`config.mk`:
```
export PLATFORM = sky130hd
export DESIGN_NAME = http_chunked_body_decoder
export DESIGN_NICKNAME = d
export VERILOG_FILES = /design/src/hw/rtl/hcbd_pkg.sv /design/src/hw/rtl/hcbd_step.sv /design/src/hw/rtl/http_chunked_body_decoder.sv
export SDC_FILE = /design/constraint.sdc
export NUM_CORES = 1
export LEC_CHECK = 0
export BUFFER_PORTS_ARGS = -buffer_cell sky130_fd_sc_hd__clkbuf_2
export CAP_MARGIN = 25
export CORE_MARGIN = 4
export CORE_UTILIZATION = 55
export CTS_CLUSTER_DIAMETER = 150
export DETAILED_ROUTE_END_ITERATION = 8
export GPL_ROUTABILITY_DRIVEN = 1
export PLACE_DENSITY = 0.81
export SLEW_MARGIN = 20
export SYNTH_ARGS = -nofsm -noshare
export SYNTH_HDL_FRONTEND = slang
export SYNTH_SLANG_ARGS = --single-unit
```
`constraint.sdc`:
```
create_clock -name clk -period 3.3 [get_ports clk]
set_input_delay 0.165 -clock clk [delete_from_list [all_inputs] [get_ports clk]]
set_output_delay 0.165 -clock clk [all_outputs]
set_load 0.01 [all_outputs]
```
`src/hw/rtl/hcbd_pkg.sv`:
```
`timescale 1ns / 1ps
package hcbd_pkg;

  // default width of the chunk size register
  localparam int SIZE_BITS_DEF = 32;
  // width of the decoded length counter, fixed by the result item
  localparam int LEN_BITS = 24;

  localparam logic [7:0] CH_CR    = 8'h0d;
  localparam logic [7:0] CH_LF    = 8'h0a;
  localparam logic [7:0] CH_0     = 8'h30;
  localparam logic [7:0] CH_9     = 8'h39;
  localparam logic [7:0] CH_LO_A  = 8'h61;
  localparam logic [7:0] CH_LO_F  = 8'h66;
  localparam logic [7:0] CH_UP_A  = 8'h41;
  localparam logic [7:0] CH_UP_F  = 8'h46;
  localparam logic [3:0] HEX_TEN  = 4'd10;

  typedef enum logic [2:0] {
    PH_SIZE     = 3'd0,
    PH_SIZE_LF  = 3'd1,
    PH_DATA     = 3'd2,
    PH_TRAIL_CR = 3'd3,
    PH_TRAIL_LF = 3'd4,
    PH_DONE     = 3'd5
  } phase_t;

  typedef struct packed {
    logic [7:0] in_byte;
    logic       end_of_buffer;
  } in_t;

  typedef struct packed {
    logic [7:0]          out_byte;
    logic                out_valid;
    logic                body_done;
    logic [LEN_BITS-1:0] decoded_length;
  } res_t;

  // decoder state apart from the size register
  typedef struct packed {
    phase_t              phase;
    logic                digit_seen;
    logic [LEN_BITS-1:0] emitted_total;
  } ctl_t;

  // {is_hex, nibble}
  function automatic logic [4:0] hex_decode(input logic [7:0] b);
    logic [7:0] d;
    d = 8'd0;
    if (b >= CH_0 && b <= CH_9) begin
      d = b - CH_0;
      return {1'b1, d[3:0]};
    end else if (b >= CH_LO_A && b <= CH_LO_F) begin
      d = b - CH_LO_A;
      return {1'b1, d[3:0] + HEX_TEN};
    end else if (b >= CH_UP_A && b <= CH_UP_F) begin
      d = b - CH_UP_A;
      return {1'b1, d[3:0] + HEX_TEN};
    end
    return 5'd0;
  endfunction

endpackage

```
`src/hw/rtl/hcbd_step.sv`:
```
`timescale 1ns / 1ps
module hcbd_step #(
  parameter int SIZE_BITS = hcbd_pkg::SIZE_BITS_DEF
) (
  input  hcbd_pkg::in_t          item,
  input  hcbd_pkg::ctl_t         ctl,
  input  logic [SIZE_BITS-1:0]   chunk_count,
  output hcbd_pkg::ctl_t         ctl_next,
  output logic [SIZE_BITS-1:0]   chunk_count_next,
  output hcbd_pkg::res_t         res
);

  logic                       consumed;
  logic                       closed;
  logic                       valid;
  logic                       done;
  logic [4:0]                 hex;
  logic [SIZE_BITS-1:0]       cnt_dec;
  hcbd_pkg::phase_t           ph;
  logic [SIZE_BITS-1:0]       cnt;
  logic                       dig;
  logic [hcbd_pkg::LEN_BITS-1:0] tot;

  assign hex = hcbd_pkg::hex_decode(item.in_byte);

  // one byte through the phase machine
  always_comb begin
    consumed = 1'b0;
    closed   = 1'b0;
    valid    = 1'b0;
    done     = 1'b0;
    ph       = ctl.phase;
    cnt      = chunk_count;
    dig      = ctl.digit_seen;
    tot      = ctl.emitted_total;
    cnt_dec  = chunk_count - SIZE_BITS'(1);

    // optional line ends ahead of the byte's real phase
    unique case (ctl.phase)
      hcbd_pkg::PH_SIZE, hcbd_pkg::PH_DATA: begin
      end
      hcbd_pkg::PH_TRAIL_CR: begin
        if (item.in_byte == hcbd_pkg::CH_CR) begin
          consumed = 1'b1;
          ph       = hcbd_pkg::PH_TRAIL_LF;
        end else begin
          consumed = (item.in_byte == hcbd_pkg::CH_LF);
          ph       = hcbd_pkg::PH_SIZE;
          cnt      = '0;
          dig      = 1'b0;
        end
      end
      hcbd_pkg::PH_TRAIL_LF: begin
        consumed = (item.in_byte == hcbd_pkg::CH_LF);
        ph       = hcbd_pkg::PH_SIZE;
        cnt      = '0;
        dig      = 1'b0;
      end
      hcbd_pkg::PH_SIZE_LF: begin
        consumed = (item.in_byte == hcbd_pkg::CH_LF);
        ph       = hcbd_pkg::PH_DATA;
      end
      default: begin
        closed = 1'b1;
      end
    endcase

    // size line digits or payload byte
    if (!consumed && !closed) begin
      if (ph == hcbd_pkg::PH_SIZE) begin
        if (item.in_byte == hcbd_pkg::CH_CR) begin
          if (!dig || cnt == '0) begin
            done = 1'b1;
          end else begin
            ph = hcbd_pkg::PH_SIZE_LF;
          end
        end else if (hex[4]) begin
          cnt = {cnt[SIZE_BITS-5:0], hex[3:0]};
          dig = 1'b1;
        end
      end else if (ph == hcbd_pkg::PH_DATA) begin
        valid = 1'b1;
        if (tot != '1) begin
          tot = tot + 1'b1;
        end
        cnt = cnt_dec;
        if (cnt_dec == '0) begin
          ph = hcbd_pkg::PH_TRAIL_CR;
        end
      end
    end

    // buffer end closes the body
    if (!closed && item.end_of_buffer) begin
      done = 1'b1;
    end
    if (done) begin
      ph = hcbd_pkg::PH_DONE;
    end

    ctl_next.phase         = ph;
    ctl_next.digit_seen    = dig;
    ctl_next.emitted_total = tot;
    chunk_count_next       = cnt;

    res.out_byte       = valid ? item.in_byte : 8'd0;
    res.out_valid      = valid;
    res.body_done      = done;
    res.decoded_length = tot;
  end

endmodule

```
`src/hw/rtl/http_chunked_body_decoder.sv`:
```
`timescale 1ns / 1ps
// channel  ports                          item type         moves when
// input    in_valid, in_stall, in_item    hcbd_pkg::in_t    in_valid && !in_stall
// result   res_valid, res_stall, res      hcbd_pkg::res_t   res_valid && !res_stall
//
// one byte per cycle sustained while res_stall is low; a taken byte goes into the input
// register, then through the phase logic into the result register, where it is shown
// the phase logic is a single step from the input register to the result register
// rst (synchronous) returns to the size line with a zero length and empties both registers
// res_stall holds the result register; the input register takes one more byte, then
// in_stall rises until the result moves
module http_chunked_body_decoder #(
  parameter int SIZE_BITS = hcbd_pkg::SIZE_BITS_DEF
) (
  input  logic           clk,
  input  logic           rst,
  input  logic           in_valid,
  output logic           in_stall,
  input  hcbd_pkg::in_t  in_item,
  output logic           res_valid,
  input  logic           res_stall,
  output hcbd_pkg::res_t res
);

  logic                 in_full;
  logic                 in_full_next;
  hcbd_pkg::in_t        in_q;
  logic                 res_full;
  logic                 res_full_next;
  hcbd_pkg::res_t       res_q;
  logic                 advance;
  logic                 take;
  hcbd_pkg::ctl_t       ctl;
  hcbd_pkg::ctl_t       ctl_next;
  logic [SIZE_BITS-1:0] chunk_count;
  logic [SIZE_BITS-1:0] chunk_count_next;
  hcbd_pkg::res_t       step_res;

  // pipeline handshake
  assign advance   = in_full && (!res_full || !res_stall);
  assign in_stall  = in_full && !advance;
  assign take      = in_valid && !in_stall;
  assign res_valid = res_full;
  assign res       = res_q;

  always_comb begin
    in_full_next  = take ? 1'b1 : (advance ? 1'b0 : in_full);
    res_full_next = advance ? 1'b1 : (res_stall ? res_full : 1'b0);
  end

  hcbd_step #(
    .SIZE_BITS(SIZE_BITS)
  ) u_step (
    .item             (in_q),
    .ctl              (ctl),
    .chunk_count      (chunk_count),
    .ctl_next         (ctl_next),
    .chunk_count_next (chunk_count_next),
    .res              (step_res)
  );

  // control and decoder state
  always_ff @(posedge clk) begin
    if (rst) begin
      in_full                <= 1'b0;
      res_full               <= 1'b0;
      ctl.phase              <= hcbd_pkg::PH_SIZE;
      ctl.digit_seen         <= 1'b0;
      ctl.emitted_total      <= '0;
      chunk_count            <= '0;
    end else begin
      in_full  <= in_full_next;
      res_full <= res_full_next;
      if (advance) begin
        ctl         <= ctl_next;
        chunk_count <= chunk_count_next;
      end
    end
  end

  // payload registers
  always_ff @(posedge clk) begin
    if (take) begin
      in_q <= in_item;
    end
    if (advance) begin
      res_q <= step_res;
    end
  end

endmodule

```
==> qor.csv, run 1 <==
metric,value,unit
final-seq-area,0.00253,mm²
start_kind,flip-flop,
die_area,0.0132,mm²
core,0.0110,mm²
grt_overflow,0,
routedWlPerCell,19.4,µm
cellPowerDensity,484,mW/mm²
grt_pass1_wl,28.6,mm
synth_top_area_cell,edfxtp_1,
dp_hpwl,11.7,mm
synth_top_area_share,20.5,%
clockBufferDepth,2,
hp-class,in2reg,
area_growth,12.3,%
synthesis.area,0.00630,mm²
final_cell_mix,"dfxtp_1 (62), nor2_1 (57), nand2_1 (49)",
synth_ff_type,dfxtp_1,
vias,5922,
regToRegSetupSlack,0.44,ns
grt_max_degree,54,
ys_warn_count,0,
period_minus_slack,2.86,ns
worstHoldEndpoint,in_full,
drive_gt1_share,15.9,%
r2r_start,ctl[25],
grt-busiest-layer,met2,
cp_data_arrival_time,3.14,ns
drc,0,
num_antenna_cells,0,
synthDistinctLibCells,82,
synth_nets,732,
grt_use_total,26.9,%
ir_drop,388,µV
cts_tree,built,
place.gp.congestion,0.953,
criticalPathCategory,reg2reg,
period_share,86.7,%
drv_cap,0,
use_met3,6.79,%
fmax,0.350,GHz
grt_util_met2,45.9,%
p_leak,2.55,nW
holdPathStages,3,
power.total,3.43,mW
reg2reg_depth,7,
met1_usage,32.4,%
synth_seq_area_share,40.2,%
die_width,115,µm
dieHeight,115,µm
start_util,57.1,%
detail-route-antenna-nets,0,
io_pins,49,
whs,0.0295,ns
grt_pass1_vias,5797,
fillers,904,
drt_iter0_drc,626,
hold_start,in_valid,
tightestPinTransition,0.802,ns
async_flop_share,0,%
cts.reportedPaths.clkPinSlew,0.07,ns
drv_slew,0,
cts.sinks,105,
ys_ff_latch,105,
final-hold-violation-count,0,
layout.nets,775,
htree_levels,3,
antenna_found_initial,0,
setup_viol,0,
status,"complete, no violations",
clkLatencyLatePin,0.36,ns
io_buffer_count,48,
numCtsBuffers,9,
cp-end-kind,flip-flop,
synth_area_leaders,"edfxtp_1 (20%), dfxtp_1 (20%), nor2_1 (3.4%), xnor2_1 (3.2%), xor2_1 (3.2%)",
row_count,38,
final_common_cell,dfxtp_1,
postSynthCellCount,712,
skew,0.00509,ns
cp_max_fo,32,
critPathRequiredTime,3.58,ns
slew_headroom,46.4,%
dr.pass1.iters,6,
synth_enable_flop_cells,43,
wl,17.4,mm
rsz0062_at_grt,false,
cts_root_buf,clkbuf_16,
vias_per_cell,6.58,
synth.avg_cell_area,8.85,µm²
ctsResizeCount,0,
finalSetupTns,0,ns
r2r_end,ctl[23],
multi_input_area,0.00343,mm²
pre_cts_slack,0.504,ns
fin_ws,0.440,ns
[cell type report]
cell class | count | area share [%]
Multi-Input combinational cell | 533 | 48.5
Sequential cell | 105 | 35.8
Timing Repair Buffer | 83 | 7.42
Clock buffer | 10 | 3.23
Tap cell | 140 | 2.47
Clock inverter | 6 | 1.38
Inverter | 23 | 1.22
[layer usage]
metal,part of all wire (%),routed length (µm),vias up
met3,7.5,1310,56
met4,3.6,625,0
met5,0,0,-
met1,40,6910,2800
li1,-,-,2762
met2,49,8580,304
[logic make-up after synthesis]
| kind of cell | after synthesis | share of synthesized area (%) |
|---|---|---|
| muxes | 7 | 1.13 |
| and+or+nand+nor | 291 | 25.5 |
| AOI/OAI and AO/OA | 182 | 20.0 |
| adders and majority gates | 7 | 1.39 |
| DFF | 105 | 40.2 |
| xor gates and xnor gates | 46 | 6.39 |
| buffers and inverters | 74 | 5.36 |
[critical path, stage by stage, from the launching register on]
cell	delay, ns
dfxtp_1	0.62
nor2b_1	0.25
o31a_1	0.18
o21ai_2	0.08
inv_2	0.43
nand4_1	0.50
or4_1	0.55
a21oi_1	0.15
[timing repair]
action,in CTS,in global routing
buffers inserted,0,0
endpoints found under the hold margin,9,0
hold buffers,9,0
[cells in the mapped netlist (all sizes together), types with 3 or more instances]
master   count
dfxtp       62
nor2        57
nand2       49
edfxtp      43
o21ai       41
a21oi       39
nand3       37
clkbuf      36
nor3        28
xnor2       23
xor2        23
inv         22
or4         20
nand4       17
o31ai       17
buf         15
nor4        14
a31oi       13
or3         11
and2        10
a22oi        8
nand2b       8
or2          8
and3         7
ha           7
o21a         7
a222oi       6
mux2i        6
nor4b        5
a21o         4
nand3b       4
nor2b        4
o32ai        4
a211oi       3
a32o         3
a32oi        3
nand4b       3
nor3b        3
o221a        3
o2bb2ai      3
o31a         3
[per-stage QoR]
step / instances / area [µm²] / utilization (%)
after floorplan: 712 / 6300 / -
after global placement: 875 / 6660 / 60.4
after detailed placement: 875 / 6660 / 60.4
after CTS: 900 / 7080 / 64.2
after global routing: 900 / 7080 / 64.2
final: 900 / 7080 / 64.2
[report_power, final]
part,total [mW],switching [mW],internal (mW)
clock,1.18,0.508,0.676
sequential,1.47,0.0655,1.40
combinational,0.777,0.474,0.304
[registers in the layout, summed over array words and instances (netlist names)]
signal,flops
res,34
chunk_count,32
ctl,28
in_q,9
in_full,1
res_valid,1
[how the worst max path moves through the flow]
stage               startpoint  slack [ns]         endpoint  cells after the start
CTS                    in_q[1]        0.49          ctl[23]                      9
floorplan            res_valid        0.64   chunk_count[3]                      7
detailed placement     in_q[1]        0.50          ctl[23]                      9
global route           in_q[1]        0.17  chunk_count[15]                      8
global placement       in_q[5]        0.61  chunk_count[24]                      8
finish                 ctl[25]        0.44          ctl[23]                      7
(Power assumes the default switching activity.)
==> inputs of run 2 (changes only) <==
Settings changed: RECOVER_POWER set to 100.
==> qor.csv, run 2 (synthesized netlist as in run 1, its figures left out) <==
metric,value,unit
largest_reg_flops,34,
hold_start,in_valid,
grt_pass1_vias,5797,
drv_slew,0,
vias,5924,
clkLatencyLatePin,0.36,ns
holdPathStages,3,
rsz0062_at_grt,false,
cellPowerDensity,488,mW/mm²
layout.nets,775,
finalSetupTns,0,ns
drt_iter0_drc,686,
period_share,93.8,%
detail-route-antenna-nets,0,
reg2reg_depth,8,
area_growth,11.1,%
die_area,0.0132,mm²
die_width,115,µm
final_cell_mix,"dfxtp_1 (62), nor2_1 (57), nand2_1 (49)",
start_util,57.1,%
setup_viol,0,
vias_per_cell,6.58,
routedWlPerCell,19.4,µm
cts_tree,built,
final-hold-violation-count,0,
cp_max_fo,32,
antenna_found_initial,0,
criticalPathCategory,reg2reg,
dr.pass1.iters,8,
cts.sinks,105,
place_area,0.00666,mm²
cp_cell_sequence,or4_1 -> o31a_1 -> o21ai_0 -> inv_2 -> buf_4 -> a32oi_1 -> nand3_1 -> a31oi_1,
core,0.0110,mm²
worstHoldEndpoint,in_full,
drc,0,
cp_top_family,compound AO/OA/AOI/OAI gates,
fillers,938,
place.gp.congestion,0.953,
hp-class,in2reg,
tightestPinTransition,1.31,ns
row_count,38,
skew,0.00542,ns
multi_input_area,0.00342,mm²
r2r_end,chunk_count[24],
critPathBufInv,2,
final-seq-area,0.00253,mm²
path_depth,8,
dp_hpwl,11.7,mm
cp-end-kind,flip-flop,
io_buffer_count,48,
status,"complete, no violations",
start_kind,flip-flop,
grt_overflow,0,
io_pins,49,
clockBufferDepth,2,
drv_cap,0,
grt_use_total,26.9,%
period_minus_slack,3.10,ns
slew_headroom,12.9,%
wl,17.4,mm
numCtsBuffers,9,
final_common_cell,dfxtp_1,
p_leak,2.43,nW
dieHeight,115,µm
num_antenna_cells,0,
cts.reportedPaths.clkPinSlew,0.07,ns
cp_slowest_stage_delay,0.67,ns
grt_max_degree,54,
cts_root_buf,clkbuf_16,
htree_levels,3,
drive_gt1_share,10.0,%
fmax,0.323,GHz
regToRegSetupSlack,0.20,ns
cp_data_arrival_time,3.38,ns
fin_area,0.00700,mm²
critPathRequiredTime,3.58,ns
ir_drop,386,µV
r2r_start,in_q[5],
cp_slowest_cell,or4_1,
grt_pass1_wl,28.6,mm
## run 2: cell count changes in the layout (fill, tap and decap cells not counted), moves of 2 or more
cell	before	now
and2_0	0	4
and2_1	10	6
buf_4	26	22
clkbuf_1	1	41
clkbuf_2	48	12
o21ai_0	24	33
o21ai_1	16	8
or4_1	15	17
or4_4	5	3
## run 2: worst max path at each step
stage / endpoint / startpoint
6_report: chunk_count[24] / in_q[5]
5_1_grt: res[21] / in_q[5]
4_1_cts: ctl[23] / in_q[1]
3_5_place_dp: ctl[23] / in_q[1]
3_3_place_gp: chunk_count[24] / in_q[5]
2_1_floorplan: chunk_count[3] / res_valid
## run 2: layer usage
metal	up-vias	global-route usage (%)	share of wire (%)
met5	-	0	0
met4	0	11.3	3.6
met3	59	6.79	7.8
met2	298	45.9	49
met1	2798	32.4	40
li1	2769	-	-
## run 2: where the power goes
group,internal [mW],switching (mW)
logic,0.288,0.471
clock network,0.677,0.511
registers,1.40,0.0652
total,2.37,1.05
## run 2: final cells by class
cell class / instances / area share [%]
clock inverters: 6 / 1.39
inverters: 23 / 1.23
repair buffers: 83 / 6.65
multi-input cells: 533 / 48.8
flip-flops and latches: 105 / 36.2
well taps: 140 / 2.50
clock buffers: 10 / 3.27
## run 2: per-stage QoR
stage	hold WS [ns]	total power, mW	utilization (%)	setup slack [ns]	instances
3_3_place_gp	0.343	2.22	60.4	0.607	875
4_1_cts	0.0264	3.42	64.2	0.495	900
5_1_grt	0.0524	3.55	63.5	0.101	900
2_1_floorplan	0.264	2.05	-	0.641	712
6_report	0.0270	3.41	63.5	0.203	900
3_5_place_dp	0.344	2.24	60.4	0.504	875
## run 2: timing repair
action | in CTS | in global routing
buffers inserted | 0 | 0
endpoints found under the hold margin | 9 | 0
hold buffers | 9 | 0
gates resized for setup | 0 | 0
## run 2: tightest hold or removal path: stages
cell and delay [ns]:
clkbuf_2 0.08, nor2_1 0.04, nor2_1 0.06
